[config.mk]
export PLATFORM = sky130hd
export DESIGN_NAME = thermal_zone_selector
export DESIGN_NICKNAME = d
export VERILOG_FILES = /design/src/sv/tzs_pkg.sv /design/src/sv/thermal_zone_selector.sv /design/src/sv/tzs_window.sv /design/src/sv/tzs_average.sv /design/src/sv/tzs_classify.sv
export SDC_FILE = /design/constraint.sdc
export NUM_CORES = 1
export LEC_CHECK = 0
export BUFFER_PORTS_ARGS = -buffer_cell sky130_fd_sc_hd__buf_2
export CAP_MARGIN = 40
export CORE_AREA = 2 2 269 271
export CTS_CLUSTER_DIAMETER = 150
export DETAILED_ROUTE_END_ITERATION = 8
export DIE_AREA = 0 0 271 273
export PLACE_DENSITY = 0.46
export SLEW_MARGIN = 20
export SYNTH_ARGS = -nofsm -noshare
export SYNTH_HDL_FRONTEND = slang
export SYNTH_SLANG_ARGS = --single-unit
[constraint.sdc]
create_clock -name clk -period 12.86 [get_ports clk]
set_clock_uncertainty 0.05 [all_clocks]
set_input_delay 1.286 -clock clk [delete_from_list [all_inputs] [get_ports clk]]
set_output_delay 1.286 -clock clk [all_outputs]
set_load 0.02 [all_outputs]
[src/sv/tzs_pkg.sv]
// Shared types and constants for the thermal zone selector.
// No dependencies; imported by every module of the block.
package tzs_pkg;

  localparam int TEMP_W     = 19;
  localparam int ZONE_W     = 2;
  localparam int CNT_W      = 3;
  localparam int CFG_IDX_W  = 3;
  localparam int CFG_DATA_W = 19;
  localparam int TRIP_REGS  = 4;
  localparam int MAX_ZONES  = 4;
  localparam int ZONE_CAP_I = (MAX_ZONES < TRIP_REGS) ? MAX_ZONES : TRIP_REGS;

  typedef logic signed [TEMP_W-1:0] temp_t;
  typedef temp_t [TRIP_REGS-1:0]    trip_set_t;

  localparam temp_t TEMP_MIN   = -19'sd200000;
  localparam temp_t TEMP_MAX   = 19'sd200000;
  localparam temp_t TRIP_RESET = 19'sd200000;

  localparam logic [CNT_W-1:0] ZONE_CAP = CNT_W'(ZONE_CAP_I);

  localparam logic [CFG_IDX_W-1:0] REG_ZONE_COUNT = 3'd0;
  localparam logic [CFG_IDX_W-1:0] REG_TRIP_ZERO  = 3'd1;
  localparam logic [CFG_IDX_W-1:0] REG_TRIP_ONE   = 3'd2;
  localparam logic [CFG_IDX_W-1:0] REG_TRIP_TWO   = 3'd3;
  localparam logic [CFG_IDX_W-1:0] REG_TRIP_THREE = 3'd4;

endpackage

[src/sv/thermal_zone_selector.sv]
// Top level of the thermal zone selector: configuration registers and the
// three-stage pipeline. Depends on tzs_pkg, tzs_window, tzs_average, tzs_classify.
//
//   channel   signals                                               direction
//   sample    sample_valid, sample_stall, sample_temp               in
//   result    result_valid, result_stall, ready_res .. zone_changed out
//   config    wr_en, wr_index, wr_data                              in
//
// One beat is accepted per cycle while sample_stall is low. A result is presented
// after the ring/sum, reciprocal multiply and zone compare stages, each of which
// adds one register. Each stage holds while the one after it is full and stalled,
// so a waiting result lets two more samples in before sample_stall rises. Reset
// clears the history ring, warm-up state, previous selection and the configuration
// registers.
module thermal_zone_selector #(
  parameter int WINDOW_LEN = 5
) (
  input  logic                               clk,
  input  logic                               rst,
  input  logic                               sample_valid,
  output logic                               sample_stall,
  input  tzs_pkg::temp_t                     sample_temp,
  output logic                               result_valid,
  input  logic                               result_stall,
  output logic                               ready_res,
  output tzs_pkg::temp_t                     average_temp,
  output logic                               zone_found,
  output logic [tzs_pkg::ZONE_W-1:0]         zone_number,
  output logic                               zone_changed,
  input  logic                               wr_en,
  input  logic [tzs_pkg::CFG_IDX_W-1:0]      wr_index,
  input  logic [tzs_pkg::CFG_DATA_W-1:0]     wr_data
);
  import tzs_pkg::*;

  localparam int SUM_W = TEMP_W + $clog2(WINDOW_LEN);

  logic [CNT_W-1:0]        zone_count;
  trip_set_t               trips;
  logic                    win_valid;
  logic                    win_stall;
  logic                    win_warm;
  logic signed [SUM_W-1:0] win_sum;
  logic                    avg_valid;
  logic                    avg_stall;
  logic                    avg_warm;
  temp_t                   avg_temp;

  always_ff @(posedge clk) begin
    if (rst) begin
      zone_count <= '0;
      for (int i = 0; i < TRIP_REGS; i++) begin
        trips[i] <= TRIP_RESET;
      end
    end else if (wr_en) begin
      case (wr_index)
        REG_ZONE_COUNT: begin
          zone_count <= wr_data[CNT_W-1:0];
        end
        REG_TRIP_ZERO: begin
          trips[0] <= temp_t'(wr_data);
        end
        REG_TRIP_ONE: begin
          trips[1] <= temp_t'(wr_data);
        end
        REG_TRIP_TWO: begin
          trips[2] <= temp_t'(wr_data);
        end
        REG_TRIP_THREE: begin
          trips[3] <= temp_t'(wr_data);
        end
        default: begin
        end
      endcase
    end
  end

  tzs_window #(
    .WINDOW_LEN(WINDOW_LEN)
  ) u_window (
    .clk         (clk),
    .rst         (rst),
    .sample_valid(sample_valid),
    .sample_stall(sample_stall),
    .sample_temp (sample_temp),
    .win_valid   (win_valid),
    .win_stall   (win_stall),
    .win_warm    (win_warm),
    .win_sum     (win_sum)
  );

  tzs_average #(
    .WINDOW_LEN(WINDOW_LEN)
  ) u_average (
    .clk      (clk),
    .rst      (rst),
    .win_valid(win_valid),
    .win_stall(win_stall),
    .win_warm (win_warm),
    .win_sum  (win_sum),
    .avg_valid(avg_valid),
    .avg_stall(avg_stall),
    .avg_warm (avg_warm),
    .avg_temp (avg_temp)
  );

  tzs_classify u_classify (
    .clk         (clk),
    .rst         (rst),
    .avg_valid   (avg_valid),
    .avg_stall   (avg_stall),
    .avg_warm    (avg_warm),
    .avg_temp    (avg_temp),
    .zone_count  (zone_count),
    .trips       (trips),
    .result_valid(result_valid),
    .result_stall(result_stall),
    .ready_res   (ready_res),
    .average_temp(average_temp),
    .zone_found  (zone_found),
    .zone_number (zone_number),
    .zone_changed(zone_changed)
  );

endmodule

[src/sv/tzs_window.sv]
// History ring with running sum and warm-up tracking; first pipeline stage.
// Depends on tzs_pkg.
module tzs_window #(
  parameter int WINDOW_LEN = 5,
  localparam int SUM_W = tzs_pkg::TEMP_W + $clog2(WINDOW_LEN)
) (
  input  logic                    clk,
  input  logic                    rst,
  input  logic                    sample_valid,
  output logic                    sample_stall,
  input  tzs_pkg::temp_t          sample_temp,
  output logic                    win_valid,
  input  logic                    win_stall,
  output logic                    win_warm,
  output logic signed [SUM_W-1:0] win_sum
);
  import tzs_pkg::*;

  localparam int PTR_W = $clog2(WINDOW_LEN);
  localparam logic [PTR_W-1:0] LAST = PTR_W'(WINDOW_LEN - 1);

  temp_t                    ring [WINDOW_LEN];
  logic [PTR_W-1:0]         wr_ptr;
  logic                     warming;
  logic signed [SUM_W-1:0]  total;
  logic signed [SUM_W-1:0]  total_next;
  temp_t                    clamped;
  logic                     accept;

  assign sample_stall = win_valid & win_stall;
  assign accept       = sample_valid & ~sample_stall;

  always_comb begin
    if (sample_temp < TEMP_MIN) begin
      clamped = TEMP_MIN;
    end else if (sample_temp > TEMP_MAX) begin
      clamped = TEMP_MAX;
    end else begin
      clamped = sample_temp;
    end
  end

  assign total_next = total - SUM_W'(ring[wr_ptr]) + SUM_W'(clamped);

  always_ff @(posedge clk) begin
    if (rst) begin
      for (int i = 0; i < WINDOW_LEN; i++) begin
        ring[i] <= '0;
      end
      wr_ptr    <= '0;
      warming   <= 1'b1;
      total     <= '0;
      win_valid <= 1'b0;
    end else begin
      if (accept) begin
        ring[wr_ptr] <= clamped;
        wr_ptr       <= (wr_ptr == LAST) ? '0 : wr_ptr + 1'b1;
        if (wr_ptr == LAST) begin
          warming <= 1'b0;
        end
        total    <= total_next;
        win_warm <= warming & (wr_ptr != LAST);
        win_sum  <= total_next;
      end
      if (accept) begin
        win_valid <= 1'b1;
      end else if (!win_stall) begin
        win_valid <= 1'b0;
      end
    end
  end

endmodule

[src/sv/tzs_average.sv]
// Window average by reciprocal multiplication, truncated toward zero.
// Second pipeline stage; depends on tzs_pkg.
module tzs_average #(
  parameter int WINDOW_LEN = 5,
  localparam int SUM_W = tzs_pkg::TEMP_W + $clog2(WINDOW_LEN)
) (
  input  logic                    clk,
  input  logic                    rst,
  input  logic                    win_valid,
  output logic                    win_stall,
  input  logic                    win_warm,
  input  logic signed [SUM_W-1:0] win_sum,
  output logic                    avg_valid,
  input  logic                    avg_stall,
  output logic                    avg_warm,
  output tzs_pkg::temp_t          avg_temp
);
  import tzs_pkg::*;

  localparam int MAG_W  = SUM_W - 1;
  localparam int SHIFT  = MAG_W + $clog2(WINDOW_LEN);
  localparam int PROD_W = MAG_W + SHIFT;
  localparam longint unsigned RECIP_FULL =
    ((64'd1 << SHIFT) + 64'(WINDOW_LEN) - 64'd1) / 64'(WINDOW_LEN);
  localparam logic [SHIFT-1:0] RECIP = SHIFT'(RECIP_FULL);

  logic              neg;
  logic [MAG_W-1:0]  mag;
  logic [PROD_W-1:0] prod;
  logic [TEMP_W-1:0] quot;
  temp_t             avg;
  logic              load;

  assign win_stall = avg_valid & avg_stall;
  assign load      = win_valid & ~win_stall;

  assign neg  = win_sum[SUM_W-1];
  assign mag  = neg ? MAG_W'(-win_sum) : MAG_W'(win_sum);
  assign prod = PROD_W'(mag) * PROD_W'(RECIP);
  assign quot = TEMP_W'(prod[PROD_W-1:SHIFT]);
  assign avg  = neg ? temp_t'(-quot) : temp_t'(quot);

  always_ff @(posedge clk) begin
    if (rst) begin
      avg_valid <= 1'b0;
    end else begin
      if (load) begin
        avg_warm <= win_warm;
        avg_temp <= avg;
      end
      if (load) begin
        avg_valid <= 1'b1;
      end else if (!avg_stall) begin
        avg_valid <= 1'b0;
      end
    end
  end

endmodule

[src/sv/tzs_classify.sv]
// Zone selection against trip points, change detection and result register.
// Last pipeline stage; depends on tzs_pkg.
module tzs_classify (
  input  logic                             clk,
  input  logic                             rst,
  input  logic                             avg_valid,
  output logic                             avg_stall,
  input  logic                             avg_warm,
  input  tzs_pkg::temp_t                   avg_temp,
  input  logic [tzs_pkg::CNT_W-1:0]        zone_count,
  input  tzs_pkg::trip_set_t               trips,
  output logic                             result_valid,
  input  logic                             result_stall,
  output logic                             ready_res,
  output tzs_pkg::temp_t                   average_temp,
  output logic                             zone_found,
  output logic [tzs_pkg::ZONE_W-1:0]       zone_number,
  output logic                             zone_changed
);
  import tzs_pkg::*;

  logic              current_found;
  logic [ZONE_W-1:0] current_zone;
  logic [CNT_W-1:0]  limit;
  logic              found;
  logic [ZONE_W-1:0] zone;
  logic              changed;
  logic              load;

  assign avg_stall = result_valid & result_stall;
  assign load      = avg_valid & ~avg_stall;
  assign limit     = (zone_count > ZONE_CAP) ? ZONE_CAP : zone_count;

  always_comb begin
    found = 1'b0;
    zone  = '0;
    for (int i = 0; i < TRIP_REGS; i++) begin
      if ((CNT_W'(i) < limit) && (avg_temp >= $signed(trips[i]))) begin
        found = 1'b1;
        zone  = ZONE_W'(i);
      end
    end
  end

  assign changed = (found != current_found) ||
                   (found && current_found && (zone != current_zone));

  always_ff @(posedge clk) begin
    if (rst) begin
      result_valid  <= 1'b0;
      current_found <= 1'b0;
      current_zone  <= '0;
    end else begin
      if (load) begin
        if (avg_warm) begin
          ready_res    <= 1'b0;
          average_temp <= '0;
          zone_found   <= 1'b0;
          zone_number  <= '0;
          zone_changed <= 1'b0;
        end else begin
          ready_res     <= 1'b1;
          average_temp  <= avg_temp;
          zone_found    <= found;
          zone_number   <= zone;
          zone_changed  <= changed;
          current_found <= found;
          current_zone  <= zone;
        end
      end
      if (load) begin
        result_valid <= 1'b1;
      end else if (!result_stall) begin
        result_valid <= 1'b0;
      end
    end
  end

endmodule

Yosys cells after proc, flatten, opt, wreduce, memory -nomap -nowiden --
Memory sizes are Yosys's and may differ from the RTL's. A register that Yosys moved wholly into a read port is not among the register bits. Index checks and enable logic that the tools add are counted.
Word-level totals: register bits after elaboration 178, bits in writable memories 95, bits of input ports 46, logic and storage cells 112, memories kept 1
Memory list:
- u_window.ring | depth 5, bits a word 19, read ports 1, clocked after Yosys merged registers in 1, wr ports 5, line tzs_window.sv:22 | temp_t ring [WINDOW_LEN];
Cells by class: add/sub/neg operators 5, $mul 1, order comparisons 11, equal/unequal tests 11, multiplexer cells 30, bitwise operators 12, reduce and logical (&&, ||, !) cells 19
Operator list (number):
- 19-bit >= comparator | 4
- 19-bit 2-to-1 mux | 4
- 21-bit by 20-bit multiplier with 41-bit output (second input constant) | 1
- 22-bit by 19-bit adder with 22-bit output | 1
- 22-bit by 19-bit subtractor with 22-bit output | 1
- 21-bit 2-to-1 mux | 1
- 21-bit negator | 1
- 2-bit AND reduction | 10
- 19-bit greater-than comparator (second input constant) | 1
- 19-bit less-than comparator (second input constant) | 1
- 19-bit negator | 1
- 19-bit OR reduction | 1
- 1-bit 2-to-1 mux | 18
- 3-bit 2-to-1 mux | 5
- 1-bit bitwise AND | 7
- 3-bit by 2-bit == test with 1-bit output (second input constant) | 2
- 3-bit == test (second input constant) | 2
- 1-bit logical AND | 6
- 1-bit by 3-bit less-than comparator with 1-bit output (first input constant) | 2
- 2-bit by 3-bit less-than comparator with 1-bit output (first input constant) | 2
- 1-bit NOT | 5
- 2-bit 2-to-1 mux | 2
- 2-bit != test (second input constant) | 2
- 3-bit by 1-bit adder with 3-bit output (second input constant) | 1
- other kinds (8) | 8

Logic depth before layout (Yosys ltp) --
depth in word-level cells 11, gate-level depth with buffers 35

Cells and area by module --
From an unflattened synthesis, not the netlist that was laid out.
Second synthesis, totals: cells, all modules 2459, area, all modules 25689.6 sq um
Modules (own cells, without submodules):
- tzs_window | times used 1, cells an instance 771, area an instance 9872.0 sq um, seq. area each 5855.6 sq um
- tzs_average | times used 1, cells an instance 1052, area an instance 9655.5 sq um, seq. area each 620.6 sq um
- tzs_classify | times used 1, cells an instance 353, area an instance 3081.7 sq um, seq. area each 800.8 sq um
- thermal_zone_selector | times used 1, cells an instance 283, area an instance 3080.5 sq um, seq. area each 1581.5 sq um

Worst setup path after synthesis --
No wires, ideal clock.
kind reg2reg, start reg u_window.win_sum[0], end reg u_average.avg_temp[15] (data pin), setup time 262 ps, arrival 8190 ps, path slack 4358 ps, cell stages (with the launch flop) 32, clock period less this slack 8502 ps, path through edfxtp_1 -> inv_1 -> ha_1 -> nand2_1 -> or3_1 -> or4_1 -> or4_1 -> o31a_1 -> xnor2_2 -> inv_1 -> ha_1 -> fa_1 -> ha_1 -> inv_1 -> fa_1 -> inv_1 -> fa_1 -> fa_1 -> inv_1 -> fa_1 -> inv_1 -> ha_1 -> and3_1 -> a2111oi_0 -> o211ai_1 -> and2_4 -> a31oi_4 -> xnor2_1 -> nor4b_4 -> inv_2 -> o31a_2 -> xor2_1
Between the ends: word-level cells in the longest chain between the ends 5
RTL lines:
- from (decl) | line tzs_window.sv:15 | output logic signed [SUM_W-1:0] win_sum
- from (signal assigned) | line tzs_window.sv:63 | win_sum <= total_next;
- 21-bit negator | line tzs_average.sv:38 | assign mag = neg ? MAG_W'(-win_sum) : MAG_W'(win_sum);
- 21-bit 2-to-1 mux * | line tzs_average.sv:38
- 21-bit by 20-bit multiplier with 41-bit output * | line tzs_average.sv:39 | assign prod = PROD_W'(mag) * PROD_W'(RECIP);
- 19-bit negator | line tzs_average.sv:41 | assign avg = neg ? temp_t'(-quot) : temp_t'(quot);
- 19-bit 2-to-1 mux * | line tzs_average.sv:41
- via u_average.avg[15] | line tzs_average.sv:31 | temp_t avg;
- to (signal assigned) | line tzs_average.sv:49 | avg_temp <= avg;
- to (decl) | line tzs_average.sv:16 | output tzs_pkg::temp_t avg_temp
The timed path passes the listed nets; every way through them passes the cells marked *. A chain may end at the register's enable or synchronous reset.

Worst setup path in the final report --
start reg u_window.win_sum[0], end reg u_average.avg_temp[18] (data pin)
Same word-level chain as after synthesis.

==> results by stage <==
Floorplan:
- The number of placement rows is 98.
- The die covers 0.0740 mm2.
- The vertical die dimension is 273 um.
- The initial cell density of the core is 0.348.
- The die is about 270 um wide.
- In this run the count of I/O pins placed on the die edge is 72.
- The placeable core region is a little over 0.07 mm2.

Clock network:
- The number of buffers inserted during clock tree synthesis is 39.
- The clock latency reported for the late side of the worst-skew pair is between 500 and 600 ps.
- The hold buffer count at CTS is 0.
- The H-tree generated during clock tree synthesis spans 2 levels.
- The clock sink count is roughly 330.
- The post-cts sizing count is 0.
- The root buffer selected by CTS is sky130_fd_sc_hd__clkbuf_16.
- The clock transition at the registers of the reported paths is ~70 ps.
- No sink is reached through more buffers than the 3 on the longest clock path.
- The number of setup buffers added after CTS is 0.
- The TritonCTS clock tree is built.

Synthesis:
- The proportion of netlist area held by the largest area contributor is 0.266.
- Each instance of the synthesized netlist takes up on average approximately 10 um2.
- By instance count, the leading cell after synthesis is sky130_fd_sc_hd__inv_1.
- The number of flops mapped to enable cells by yosys is between 200 and 250.
- During synthesis, Yosys emitted a total of 0 warnings.
- The net count after synthesis is 2,883.
- The post-synthesis sequential area ratio is 0.359.
- Synthesis inferred 333 register bits.
- The flip-flop cell with the highest count after synthesis is sky130_fd_sc_hd__edfxtp_1.
- The cell area after technology mapping is between 0.02 and 0.025 mm2.
- The commonest cells after synthesis are sky130_fd_sc_hd__inv_1, sky130_fd_sc_hd__ha_1, sky130_fd_sc_hd__nand2_1.
- The synthesized netlist cell count is approximately 2,400.
- In this run, distinct cell masters in the synthesized netlist total ~70.
- The share of flip-flops with an asynchronous set or reset is 0.
- The cell type with the highest aggregate area in the netlist is sky130_fd_sc_hd__edfxtp_1.
- By area the synthesized netlist is led by sky130_fd_sc_hd__edfxtp_1, sky130_fd_sc_hd__ha_1, sky130_fd_sc_hd__fa_1.

Global route:
- The maximum number of pins on one net before global-route repair is 50.
- The via count of the first global-routing pass is approximately 18,000.
- After global routing the overflow that remains totals 0.
- The first global-routing pass estimated around 100 mm of wire.
- The initial antenna violation count came to 1.
- For this run, the total global-route usage over all layers was measured as 0.183.

Placed design:
- The final HPWL from detailed placement is roughly 52 mm.
- Prior to clock tree synthesis, the placed netlist has a worst setup slack of roughly 3200 ps.
- The count of port buffers added during placement is 71.
- Summing all placed instances gives a cell area of 0.0264 mm2.
- The routability-driven placement congestion ratio is between 0.8 and 0.9.

Worst setup path:
- The required time of the critical path is ~13,000 ps.
- The critical path capture point type is a register.
- Data on the critical path arrives at its endpoint at a little under 10,000 ps.
- For this design, the slowest cell found on the critical path is sky130_fd_sc_hd__fa_1.
- The critical path in this run is classified as register to register.
- In this run the worst path has a maximum fanout of 8.
- For this run, the slowest stage of the critical path takes roughly 560 ps.
- STA classifies the critical path startpoint as a register.

Routing:
- The detailed router finished its first iteration with 1,015 violations.
- The detail route stage leaves a number of antenna-violating nets equal to 0.
- The pre-antenna-repair detailed-routing pass consisted of 5 iterations.
- After detailed routing, the average wire length per cell comes to ~19 um.
- The number of DRC violations after detailed routing is 0.
- The aggregate routed wire length is around 67 mm.
- Dividing the detail-routed via count by the number of cells gives ~5.
- The routed layout has approximately 17,000 vias.

Final layout:
- For this run, the share of the core covered by cells in the final layout is 0.390.
- Of the cells placed in the final design, the portion with a size suffix greater than 1 is 0.104.
- The final non-filler cell area is 0.0277 mm2.
- From synthesis to final layout, the design area changed by 12.2%.
- The number of diodes is 0.
- The net count of the finished layout is approximately 3,000.

Run:
- The count of maximum capacitance violations is 0.

Timing:
- Headroom to the max-slew limit came out at 0.430.
- Setup violations remaining at the end of the flow were counted as 0.
- The number of hold violations in the final report is 0.
- Based on the critical path, the design can be clocked at up to roughly 100 MHz.
- Setup repair after global routing left no endpoint under its margin.
- The post-route setup TNS is 0 ps.
- For the finished layout, the period the worst path requires is 9590 ps.
- The max-slew violation total from the final report was 0.
- The slew at the pin closest to its max-slew limit is between 800 and 900 ps.
- Once routing completed, OpenROAD measured the worst setup slack at approximately 3300 ps.
- The ratio of final minimum period to clock period is 0.745.

Outcome:
- The flow ran to the end, and the final reports show no timing, DRC or antenna violations.

Hold path:
- The worst hold path class is register to register.
## per-stage QoR
step | hold WS [ps] | std cells
finish | 373 | 3441
global route | 395 | 3441
CTS | 380 | 3438
detailed placement | 366 | 3367
global placement | 358 | 3356
floorplan | 350 | 2367
## cells in the final DEF (no fill, tap or decap), types with 16 or more instances in the layout
cell type                     n
sky130_fd_sc_hd__a21o_1      50
sky130_fd_sc_hd__a21oi_1    131
sky130_fd_sc_hd__and2_1      16
sky130_fd_sc_hd__buf_2       71
sky130_fd_sc_hd__buf_4       32
sky130_fd_sc_hd__clkbuf_16   39
sky130_fd_sc_hd__dfxtp_1    112
sky130_fd_sc_hd__edfxtp_1   219
sky130_fd_sc_hd__fa_1       159
sky130_fd_sc_hd__ha_1       311
sky130_fd_sc_hd__inv_1      393
sky130_fd_sc_hd__mux4_2      38
sky130_fd_sc_hd__nand2_1    222
sky130_fd_sc_hd__nand3_1     32
sky130_fd_sc_hd__nand3b_1    17
sky130_fd_sc_hd__nand4_1     17
sky130_fd_sc_hd__nor2_1     173
sky130_fd_sc_hd__nor2b_1     30
sky130_fd_sc_hd__o21ai_0     48
sky130_fd_sc_hd__xnor2_1     66
sky130_fd_sc_hd__xor2_1      35
## worst paths after layout
path | startpoint | to | slack [ps] | cells past startpoint
max | u_window.win_sum[0]$_DFFE_PP_ | u_average.avg_temp[18]$_DFFE_PP_ | 3270 | 31
max reg2reg | u_window.win_sum[0]$_DFFE_PP_ | u_average.avg_temp[18]$_DFFE_PP_ | 3270 | 31
min | u_window.win_warm$_DFFE_PP_ | u_average.avg_warm$_DFFE_PP_ | 370 | 0
min reg2reg | u_window.win_warm$_DFFE_PP_ | u_average.avg_warm$_DFFE_PP_ | 370 | 0
## per-layer routing
metal,wire (um),up-vias,track usage
li1,-,8220,-
met1,30600,8331,0.245
met2,31800,326,0.306
met3,2790,94,0.0276
met4,1610,2,0.0506
met5,9,-,0
## sequential cells by signal, summed over array words and instances (netlist names), 2 cells and up, named ones only
signal                   cells
u_window.ring              152
zone_count                   3
u_window.win_sum            22
u_window.total              22
u_window.wr_ptr              3
u_average.avg_temp          19
trips                       76
u_classify.current_zone      2
u_classify.zone_number       2
u_classify.average_temp     19
## worst max-delay path, delay by kind of cell, from the launching register on
| kind | cells | cell delay (ps) |
|---|---|---|
| fa+ha+maj | 9 | 3790 |
| compound gates | 6 | 1770 |
| xor+xnor | 3 | 740 |
| buf+inv | 5 | 340 |
| simple gates | 8 | 2120 |
| flops | 1 | 530 |
## cell families (layout without fill, tap and decap cells)
logic type / count (synthesis) / in the layout / synth area share
fa+ha+maj: 470 / 470 / 0.287
mux: 62 / 62 / 0.0450
buf+inv: 455 / 579 / 0.0692
compound gates: 348 / 348 / 0.0916
xor+xnor: 103 / 103 / 0.0372
simple gates: 596 / 596 / 0.112
flops: 333 / 333 / 0.359
## layout make-up
cell class / count / area (um2)
fill: 7033 / 43300
clock buffer: 47 / 1040
timing repair buffer: 114 / 772
tap: 950 / 1190
inverter: 394 / 1480
multi-input combinational: 1579 / 14200
sequential: 333 / 8860
clock inverter: 24 / 205
Power is not shown: default switching activity piles up to over one toggle a cycle in this logic, so the estimate is an artifact.
